$ cat src/hdl/mss_pkg.sv
// ----------------------------------------------------------------------------
// mss_pkg: shared types and constants for the motion step sequencer
// Beat structs, codes, and the sign helper used by the back.
// ----------------------------------------------------------------------------
package mss_pkg;

	localparam int MaxSteps   = 8;
	localparam int SlotW      = 4;
	localparam int Depth      = MaxSteps + 1;
	localparam logic [15:0] AngleFull = 16'd36000;
	localparam logic [15:0] AngleHalf = 16'd18000;

	typedef enum logic [2:0] {
		CMD_TICK   = 3'd0,
		CMD_START  = 3'd1,
		CMD_STOP   = 3'd2,
		CMD_LOAD   = 3'd3,
		CMD_RESUME = 3'd4
	} cmd_t;

	typedef enum logic [1:0] {
		REQ_NONE     = 2'd0,
		REQ_START    = 2'd1,
		REQ_RETARGET = 2'd2,
		REQ_CANCEL   = 2'd3
	} req_t;

	typedef enum logic [1:0] {
		PH_STOPPED  = 2'd0,
		PH_MOVING   = 2'd1,
		PH_DWELLING = 2'd2
	} phase_t;

	typedef enum logic [1:0] {
		SGN_ZERO = 2'd0,
		SGN_POS  = 2'd1,
		SGN_NEG  = 2'd3
	} sign_t;

	localparam logic [1:0] DirCw  = 2'd1;
	localparam logic [1:0] DirCcw = 2'd2;
	localparam logic [1:0] DirBad = 2'd3;
	localparam logic [1:0] DirShort = 2'd0;

	typedef struct packed {
		logic [2:0]  command;
		logic [31:0] now_ms;
		logic [31:0] pause_ms;
		logic [3:0]  step_slot;
		logic [15:0] step_target;
		logic [15:0] step_speed;
		logic [1:0]  step_direction;
		logic [31:0] step_dwell;
		logic        move_active;
		logic        near_target;
		logic        retarget_ok;
	} in_beat_t;

	typedef struct packed {
		logic [1:0]  move_request;
		logic [15:0] move_target;
		logic [15:0] move_speed;
		logic [1:0]  move_direction;
		logic [1:0]  phase;
		logic [3:0]  active_step;
		logic        is_running;
	} out_beat_t;

	// Classified item handed from front to back
	typedef struct packed {
		cmd_t        cmd;
		logic        load_ok;
		logic [31:0] now_ms;
		logic [31:0] pause_ms;
		logic [3:0]  slot;
		logic [15:0] target;
		logic [15:0] speed;
		logic [1:0]  dir;
		logic [31:0] dwell;
		logic        active;
		logic        near;
		logic        ok;
	} work_t;

	// Direction sign from a step's mode or the wrapped angle difference.
	function automatic sign_t sign_of(logic [1:0] dir_to, logic [15:0] tgt_from,
			logic [15:0] tgt_to);
		logic [16:0] d;
		sign_t s;
		d = {1'b0, tgt_to} + {1'b0, AngleFull} - {1'b0, tgt_from};
		if (d >= {1'b0, AngleFull})
			d = d - {1'b0, AngleFull};
		if (dir_to == DirCw)
			s = SGN_POS;
		else if (dir_to == DirCcw)
			s = SGN_NEG;
		else if (d == 17'd0)
			s = SGN_ZERO;
		else if (d < {1'b0, AngleHalf})
			s = SGN_POS;
		else
			s = SGN_NEG;
		return s;
	endfunction

endpackage

$ cat src/hdl/mss_front.sv
// ----------------------------------------------------------------------------
// mss_front: input stage
// Accepts beats, decodes the command and normalizes load data.
// ----------------------------------------------------------------------------
module mss_front (
	input  logic              clk,
	input  logic              arst_n,
	input  logic              valid,
	output logic              ready,
	input  mss_pkg::in_beat_t data,
	output logic              wvalid,
	input  logic              wready,
	output mss_pkg::work_t    wdata
);

	logic             vld_q;
	mss_pkg::work_t   w_q;
	mss_pkg::work_t   w_d;
	logic [16:0]      tred;

	assign ready  = !vld_q || wready;
	assign wvalid = vld_q;
	assign wdata  = w_q;

	always_comb begin
		tred = {1'b0, data.step_target};
		if (tred >= {1'b0, mss_pkg::AngleFull})
			tred = tred - {1'b0, mss_pkg::AngleFull};
		w_d.cmd      = mss_pkg::cmd_t'(data.command);
		w_d.load_ok  = (data.step_slot <= mss_pkg::SlotW'(mss_pkg::MaxSteps));
		w_d.now_ms   = data.now_ms;
		w_d.pause_ms = data.pause_ms;
		w_d.slot     = data.step_slot;
		w_d.target   = tred[15:0];
		w_d.speed    = data.step_speed;
		w_d.dir      = (data.step_direction == mss_pkg::DirBad) ? mss_pkg::DirShort
			: data.step_direction;
		w_d.dwell    = data.step_dwell;
		w_d.active   = data.move_active;
		w_d.near     = data.near_target;
		w_d.ok       = data.retarget_ok;
	end

	always_ff @(posedge clk or negedge arst_n) begin
		if (!arst_n)
			vld_q <= 1'b0;
		else if (ready)
			vld_q <= valid;
	end

	always_ff @(posedge clk) begin
		if (valid && ready)
			w_q <= w_d;
	end

endmodule

$ cat src/hdl/mss_back.sv
// ----------------------------------------------------------------------------
// mss_back: sequencer core
// Holds step tables and phase state; runs one item per cycle while oready keeps the result register free.
// ----------------------------------------------------------------------------
module mss_back (
	input  logic               clk,
	input  logic               arst_n,
	input  logic               wvalid,
	output logic               wready,
	input  mss_pkg::work_t     wdata,
	input  logic [3:0]         loop_len,
	output logic               ovalid,
	input  logic               oready,
	output mss_pkg::out_beat_t odata
);

	localparam int D = mss_pkg::Depth;

	logic [15:0] tgt_q [D];
	logic [15:0] spd_q [D];
	logic [1:0]  dir_q [D];
	logic [31:0] dwl_q [D];

	logic              run_q;
	mss_pkg::phase_t   ph_q;
	logic [3:0]        cur_q;
	logic [3:0]        nxt_q;
	mss_pkg::sign_t    sgn_q;
	logic [31:0]       pst_q;
	logic              ov_q;
	mss_pkg::out_beat_t o_q;

	logic              run_d;
	mss_pkg::phase_t   ph_d;
	logic [3:0]        cur_d, nxt_d, nxt_adv, cur_s, nxt_s, req_s;
	mss_pkg::sign_t    sgn_d, ns;
	logic [31:0]       pst_d;
	mss_pkg::req_t     req;
	logic              issue;
	logic              fire;
	logic              done;

	assign wready = !ov_q || oready;
	assign fire   = wvalid && wready;
	assign ovalid = ov_q;
	assign odata  = o_q;

	// out of range index reads slot zero
	assign cur_s = (cur_q <= 4'(mss_pkg::MaxSteps)) ? cur_q : 4'd0;
	assign nxt_s = (nxt_q <= 4'(mss_pkg::MaxSteps)) ? nxt_q : 4'd0;
	assign ns = mss_pkg::sign_of(dir_q[nxt_s], tgt_q[cur_s], tgt_q[nxt_s]);
	assign nxt_adv = (nxt_q + 4'd1 > loop_len) ? 4'd1 : nxt_q + 4'd1;

	always_comb begin
		run_d = run_q; ph_d = ph_q; cur_d = cur_q; nxt_d = nxt_q;
		sgn_d = sgn_q; pst_d = pst_q;
		req = mss_pkg::REQ_NONE; issue = 1'b0; req_s = 4'd0; done = 1'b0;
		unique case (wdata.cmd)
			mss_pkg::CMD_TICK: begin
				if (run_q) begin
					if (ph_q == mss_pkg::PH_MOVING && cur_q != 4'd0 && dwl_q[cur_s] == 32'd0
							&& wdata.near
							&& !(sgn_q != mss_pkg::SGN_ZERO && ns != mss_pkg::SGN_ZERO
								&& sgn_q != ns)) begin
						req = mss_pkg::REQ_RETARGET; issue = 1'b1; req_s = nxt_s;
						if (wdata.ok) begin
							cur_d = nxt_q; sgn_d = ns; nxt_d = nxt_adv; done = 1'b1;
						end
					end
					if (!done) begin
						if (ph_q == mss_pkg::PH_MOVING && !wdata.active) begin
							ph_d = mss_pkg::PH_DWELLING; pst_d = wdata.now_ms;
						end else if (ph_q == mss_pkg::PH_DWELLING
								&& (wdata.now_ms - pst_q) >= dwl_q[cur_s]) begin
							cur_d = nxt_q; ph_d = mss_pkg::PH_MOVING; sgn_d = ns;
							req = mss_pkg::REQ_START; issue = 1'b1; req_s = nxt_s;
							nxt_d = nxt_adv;
						end
					end
				end
			end
			mss_pkg::CMD_START: begin
				if (!run_q) begin
					run_d = 1'b1; pst_d = wdata.now_ms; nxt_d = 4'd1;
					sgn_d = mss_pkg::SGN_ZERO; cur_d = 4'd0; ph_d = mss_pkg::PH_MOVING;
					req = mss_pkg::REQ_START; issue = 1'b1; req_s = 4'd0;
				end
			end
			mss_pkg::CMD_STOP: begin
				run_d = 1'b0; ph_d = mss_pkg::PH_STOPPED; cur_d = 4'd0; nxt_d = 4'd1;
				sgn_d = mss_pkg::SGN_ZERO; req = mss_pkg::REQ_CANCEL;
			end
			mss_pkg::CMD_RESUME: begin
				if (run_q) pst_d = pst_q + wdata.pause_ms;
			end
			default: ;
		endcase
	end

	always_ff @(posedge clk or negedge arst_n) begin
		if (!arst_n) begin
			for (int i = 0; i < D; i++) begin
				tgt_q[i] <= '0; spd_q[i] <= '0; dir_q[i] <= '0; dwl_q[i] <= '0;
			end
			run_q <= 1'b0; ph_q <= mss_pkg::PH_STOPPED; cur_q <= 4'd0; nxt_q <= 4'd1;
			sgn_q <= mss_pkg::SGN_ZERO; pst_q <= '0; ov_q <= 1'b0;
		end else begin
			if (wready) ov_q <= wvalid;
			if (fire) begin
				run_q <= run_d; ph_q <= ph_d; cur_q <= cur_d; nxt_q <= nxt_d;
				sgn_q <= sgn_d; pst_q <= pst_d;
				if (wdata.cmd == mss_pkg::CMD_LOAD && wdata.load_ok) begin
					tgt_q[wdata.slot] <= wdata.target;
					spd_q[wdata.slot] <= wdata.speed;
					dir_q[wdata.slot] <= wdata.dir;
					dwl_q[wdata.slot] <= wdata.dwell;
				end
			end
		end
	end

	always_ff @(posedge clk) begin
		if (fire) begin
			o_q.move_request   <= req;
			o_q.move_target    <= issue ? tgt_q[req_s] : 16'd0;
			o_q.move_speed     <= issue ? spd_q[req_s] : 16'd0;
			o_q.move_direction <= issue ? dir_q[req_s] : 2'd0;
			o_q.phase          <= ph_d;
			o_q.active_step    <= cur_d;
			o_q.is_running     <= run_d;
		end
	end

endmodule

$ cat src/hdl/motion_step_sequencer.sv
// ----------------------------------------------------------------------------
// motion_step_sequencer: step table sequencer for a motor executor
// Startup step, then a looping list of steps with dwell and blending.
// ----------------------------------------------------------------------------
// Usage:
//  - in channel (in_valid/in_ready/in_data): one beat per command: tick,
//    start, stop, load step or resume, with the executor's status bits.
//  - out channel (out_valid/out_ready/out_data): exactly one beat per input
//    beat, carrying the move request and the sequencer status after it.
//  - APB port: register 0 at address 0 is the loop length, clamped to 1..8
//    on write; reads return the held value.
// An accepted in beat passes the front decode register and then the
// sequencer core, whose result register holds the out beat. Throughput is
// one beat per cycle while out_ready is high; the whole step update is
// combinational logic in the core, ahead of its result register.
// Reset clears all step tables, stops the sequence and sets the loop length
// to 1. When out_ready is low the result register holds; the front register
// then fills and in_ready drops, so nothing is lost. Writes to the loop
// length are expected only while no beat is in flight.
// ----------------------------------------------------------------------------
module motion_step_sequencer (
	input  logic               clk,
	input  logic               arst_n,
	input  logic               in_valid,
	output logic               in_ready,
	input  mss_pkg::in_beat_t  in_data,
	output logic               out_valid,
	input  logic               out_ready,
	output mss_pkg::out_beat_t out_data,
	input  logic               psel,
	input  logic               penable,
	input  logic               pwrite,
	input  logic [1:0]         paddr,
	input  logic [31:0]        pwdata,
	output logic [31:0]        prdata,
	output logic               pready
);

	logic           wvalid, wready;
	mss_pkg::work_t wdata;
	logic [3:0]     cnt_q;
	logic [3:0]     wv;

	assign pready = 1'b1;
	assign wv = pwdata[3:0];
	assign prdata = (paddr == 2'd0) ? {28'd0, cnt_q} : 32'd0;

	// loop length register with clamping
	always_ff @(posedge clk or negedge arst_n) begin
		if (!arst_n)
			cnt_q <= 4'd1;
		else if (psel && penable && pwrite && paddr == 2'd0) begin
			if (wv == 4'd0)
				cnt_q <= 4'd1;
			else if (wv > 4'(mss_pkg::MaxSteps))
				cnt_q <= 4'(mss_pkg::MaxSteps);
			else
				cnt_q <= wv;
		end
	end

	mss_front u_front (
		.clk(clk), .arst_n(arst_n),
		.valid(in_valid), .ready(in_ready), .data(in_data),
		.wvalid(wvalid), .wready(wready), .wdata(wdata)
	);

	mss_back u_back (
		.clk(clk), .arst_n(arst_n),
		.wvalid(wvalid), .wready(wready), .wdata(wdata),
		.loop_len(cnt_q),
		.ovalid(out_valid), .oready(out_ready), .odata(out_data)
	);

endmodule

$ cat config.mk
export PLATFORM = sky130hd
export DESIGN_NAME = motion_step_sequencer
export DESIGN_NICKNAME = d
export VERILOG_FILES = /design/src/hdl/mss_pkg.sv /design/src/hdl/mss_front.sv /design/src/hdl/mss_back.sv /design/src/hdl/motion_step_sequencer.sv
export SDC_FILE = /design/constraint.sdc
export NUM_CORES = 2
export LEC_CHECK = 0
export BUFFER_PORTS_ARGS = -buffer_cell sky130_fd_sc_hd__buf_2
export CORE_AREA = 2 2 273 275
export DETAILED_ROUTE_END_ITERATION = 8
export DIE_AREA = 0 0 275 277
export PLACE_DENSITY = 0.78
export SLEW_MARGIN = 0
export SYNTH_ARGS = -nofsm -noshare
export SYNTH_HDL_FRONTEND = slang
export SYNTH_SLANG_ARGS = --single-unit
$ cat constraint.sdc
create_clock -name clk -period 25.9 [get_ports clk]
set_clock_uncertainty 0.2 [all_clocks]
set_input_delay 5.18 -clock clk [delete_from_list [all_inputs] [get_ports clk]]
set_output_delay 5.18 -clock clk [all_outputs]
set_load 0.01 [all_outputs]
==> Flow_metrics.wiki <==
{| class="wikitable"
! Metric !! Value
|-
| Run status || complete, no violations
|-
| Sum of negative setup slack || 0 ns
|-
| Area taken by flip-flops and latches || 0.02167 mm2
|-
| Clock transition at the registers of the reported paths || 0.06 ns
|-
| Max incr delay on CP || 0.59 ns
|-
| First-pass GRT wire length || 180100 um
|-
| Number of cells on the critical path || 3
|-
| Ratio of cells with drive above 1 in the final layout || 28.71%
|-
| Leakage power of the design || 0.02196 uW
|-
| Residual DRC || 0
|-
| Worst hold slack across all endpoints || 0.2860 ns
|-
| PostCTS Resize Cnt || 0
|-
| Xor-xnor portion of the synthesized cell area || 1.529%
|-
| Growth of design area from synthesis to finish || 10.74%
|-
| Final Hold Vio Count || 0
|-
| Kind of start point of the critical path || input pin
|-
| CORE AREA || 0.07357 mm2
|-
| Crit path time final || 11.55 ns
|-
| Startpoint-to-endpoint class of the critical path || input pin to primary output
|-
| Fraction of the mapped netlist area in compound gates || 11.70%
|-
| CP max FO || 4
|-
| Vias after detailed routing || 31460
|-
| Finish-stage setup viols || 0
|-
| Max-cap check violation count || 0
|-
| Number of enable flip-flop cells after synthesis || 184
|-
| PwrDens || 124.5 mW/mm2
|-
| Total GRT Usage || 30.50%
|-
| Cell Area, Synth || 0.04354 mm2
|-
| Average size of a mapped cell || 11.84 um2
|-
| Post CTS Setup Buffer Count || 0
|-
| IO Port Bufs || 201
|-
| Worst hold endpoint || cnt_q[2]
|-
| DRT Wirelength || 116300 um
|-
| Portion of the post-synthesis area used by sequential elements || 49.76%
|-
| Number of top-level design ports || 259
|-
| Top cell type's share of synthesized area || 36.95%
|-
| Arrival time of data at the critical path endpoint || 6.17 ns
|-
| Required @ worst endpoint || 20.52 ns
|-
| Class of the most critical hold timing path || register to register
|-
| Synth area leaders || dfrtp_1, mux2_2, edfxtp_1, mux4_2, ha_1
|-
| Origin of the critical flop-to-flop path || u_back.nxt_q[1]
|-
| Area occupied by multi-input gates || 0.02056 mm2
|-
| Placed wire-length estimate || 70730 um
|-
| Launch instance of the worst min-delay path || cnt_q[2]
|-
| Number of cells traversed by the worst register-to-register path || 36
|-
| Die height || 277 um
|-
| Max-slew headroom || 14.10%
|-
| Largest delay contributor family on the critical path || simple AND/OR/NAND/NOR gates
|-
| Clock tree root buffer cell || clkbuf_16
|-
| Capturing point of the worst reg2reg path || u_back.odata[40]
|-
| Setup repair after global routing missed its margin || false
|-
| Number of global-route vias before repair || 31490
|-
| Transition time at the pin with the least slew margin || 1.285 ns
|-
| Maximum number of pins on one net before global-route repair || 164
|-
| Cell type of the slowest stage on the worst timing path || nor3_1
|-
| Cell types with the highest counts after synthesis || dfrtp_1, mux2_2, nand2_1
|-
| Cells after synthesis || 3676
|-
| Most frequently used cell type in the post-synthesis netlist || dfrtp_1
|-
| Synth area leader || dfrtp_1
|-
| Antenna violations before repair || 6
|-
| Detailed router's first-iteration violation count || 3258
|-
| Filler cell count in the final layout || 5457
|-
| Ratio of final minimum period to clock period || 44.61%
|-
| Clk sinks || 829
|-
| Simple-gate area share of the yosys netlist || 8.770%
|-
| Register-to-register setup slack || 15.27 ns
|-
| Count of antenna-violating nets left after detailed routing || 0
|-
| Sum of overflow across all layers after global routing || 0
|-
| Critical path buffers and inverters || 2
|-
| Crit path capture type || primary output
|-
| Number of stages on the worst hold path || 2
|-
| Upper clock frequency limit || 86.56 MHz
|-
| Number of buffers between clock root and the deepest sink || 3
|-
| Main combinational cell family by area after synthesis || multiplexers
|-
| Multiplexer area fraction after synthesis || 20.66%
|-
| Adder-cell area share of the yosys netlist || 3.960%
|-
| Initial Util || 59.18%
|-
| Proportion of register bits with asynchronous set or reset after synthesis || 77.80%
|-
| Number of buffers added to fix hold violations after cts || 0
|-
| Number of warnings issued by yosys || 0
|-
| Number of H-tree levels || 3
|-
| VDD IR-drop max || 0.0001861 V
|-
| Post-detailed-route via-to-cell ratio || 6.490
|-
| Dominant cell type by count on the critical path || buf_2
|-
| Seq cells post-synth || 829
|-
| Placer congestion estimate || 0.9210
|-
| FP Rows || 100
|-
| CTS tree || done
|-
| Series of cell instances along the critical path || buf_2 > nor3_1 > buf_2
|-
| Die width || 275 um
|-
| Slew Limit Fails || 0
|-
| Total clock buffers created by CTS || 87
|-
| Clock latency on the worst-skew pair || 0.67 ns
|-
| Number of distinct library cell variants in the gate-level netlist after synthesis || 92
|-
| Mean routed wirelength per cell || 23.98 um
|-
| Most used DFF post-synth || dfrtp_1
|-
| Number of nets in the finished design || 4120
|-
| Number of optimization iterations in the first detailed-route pass || 5
|-
| Area enclosed by the die boundary || 0.07618 mm2
|}
## worst max path at each step
stage / end / slack, ns / startpoint
floorplan: prdata[1] / 15.05 / paddr[1]
global placement: prdata[1] / 14.42 / paddr[1]
detailed placement: prdata[1] / 14.41 / paddr[1]
CTS: prdata[1] / 14.41 / paddr[1]
global route: prdata[2] / 14.42 / paddr[1]
finish: prdata[2] / 14.35 / paddr[1]
## metal layers
metal | vias to the layer above | track usage [%] | wire length [um]
li1 | 13870 | - | -
met1 | 15820 | 42.83 | 48650
met2 | 1450 | 46.95 | 53150
met3 | 314 | 5.896 | 9688
met4 | 6 | 12.17 | 4723
met5 | - | 0 | 42
## placed cells by master, fill, tap and decap left out, drive strengths merged, types with 42 or more instances in the layout
| cell type | count |
|---|---|
| a31oi | 49 |
| nor3 | 45 |
| a21oi | 202 |
| a211oi | 56 |
| nor2 | 218 |
| o21ai | 138 |
| mux4 | 96 |
| ha | 133 |
| mux2i | 42 |
| nand3 | 66 |
| dfrtp | 643 |
| edfxtp | 184 |
| buf | 255 |
| mux2 | 569 |
| nand2 | 232 |
| xnor2 | 52 |
| inv | 138 |
| clkbuf | 125 |
## cell type report
cell class | count | area share (%)
antenna | 1 | 0.005190
clock buffer | 125 | 5.023
sequential | 829 | 44.94
timing repair buffer | 255 | 2.974
clock inverter | 38 | 0.8511
inverter | 136 | 1.059
tap | 969 | 2.514
multi-input combinational | 2494 | 42.64
## stage by stage
stage | worst slack [ns] | cell area, um2 | std cells | total power (uW) | util, %
3_5_place_dp | 14.41 | 45380 | 4683 | 4678 | 61.69
4_1_cts | 14.41 | 48220 | 4846 | 5944 | 65.54
5_1_grt | 14.42 | 48220 | 4847 | 6369 | 65.54
2_1_floorplan | 15.05 | 43640 | 3703 | 3897 | -
3_3_place_gp | 14.42 | 45380 | 4683 | 4608 | 61.69
6_report | 14.35 | 48220 | 4847 | 6001 | 65.54
## state kept, by name (all words and copies together) (netlist names)
register and count:
u_back.dwl_q 288, u_back.spd_q 144, u_back.tgt_q 144, u_front.wdata 141
u_back.cur_q 4, u_back.odata 43, u_back.ovalid 1, u_back.ph_q 2
u_back.pst_q 32, u_back.nxt_q 4, u_back.dir_q 18, u_back.run_q 1
u_back.sgn_q 2, cnt_q 4, u_front.wvalid 1
## kinds of logic (layout without fill, tap and decap cells)
group | count (synthesis) | in the layout
multiplexers | 707 | 707
adder cells (fa/ha/maj) | 136 | 136
buffers and inverters | 380 | 554
AO/OA/AOI/OAI | 755 | 755
other | 2 | 30
flip-flops | 829 | 829
XOR/XNOR | 76 | 76
AND/OR/NAND/NOR | 791 | 791
## power breakdown
part	internal, uW	switching [uW]
Sequential	1450	93.4
Combinational	1180	2040
Clock	707	532
## tightest hold or removal path: stages (launching register included)
cell	delay [ns]
dfrtp_1	0.34
nand2_1	0.05
o21ai_0	0.06
(Power assumes the default switching activity.)
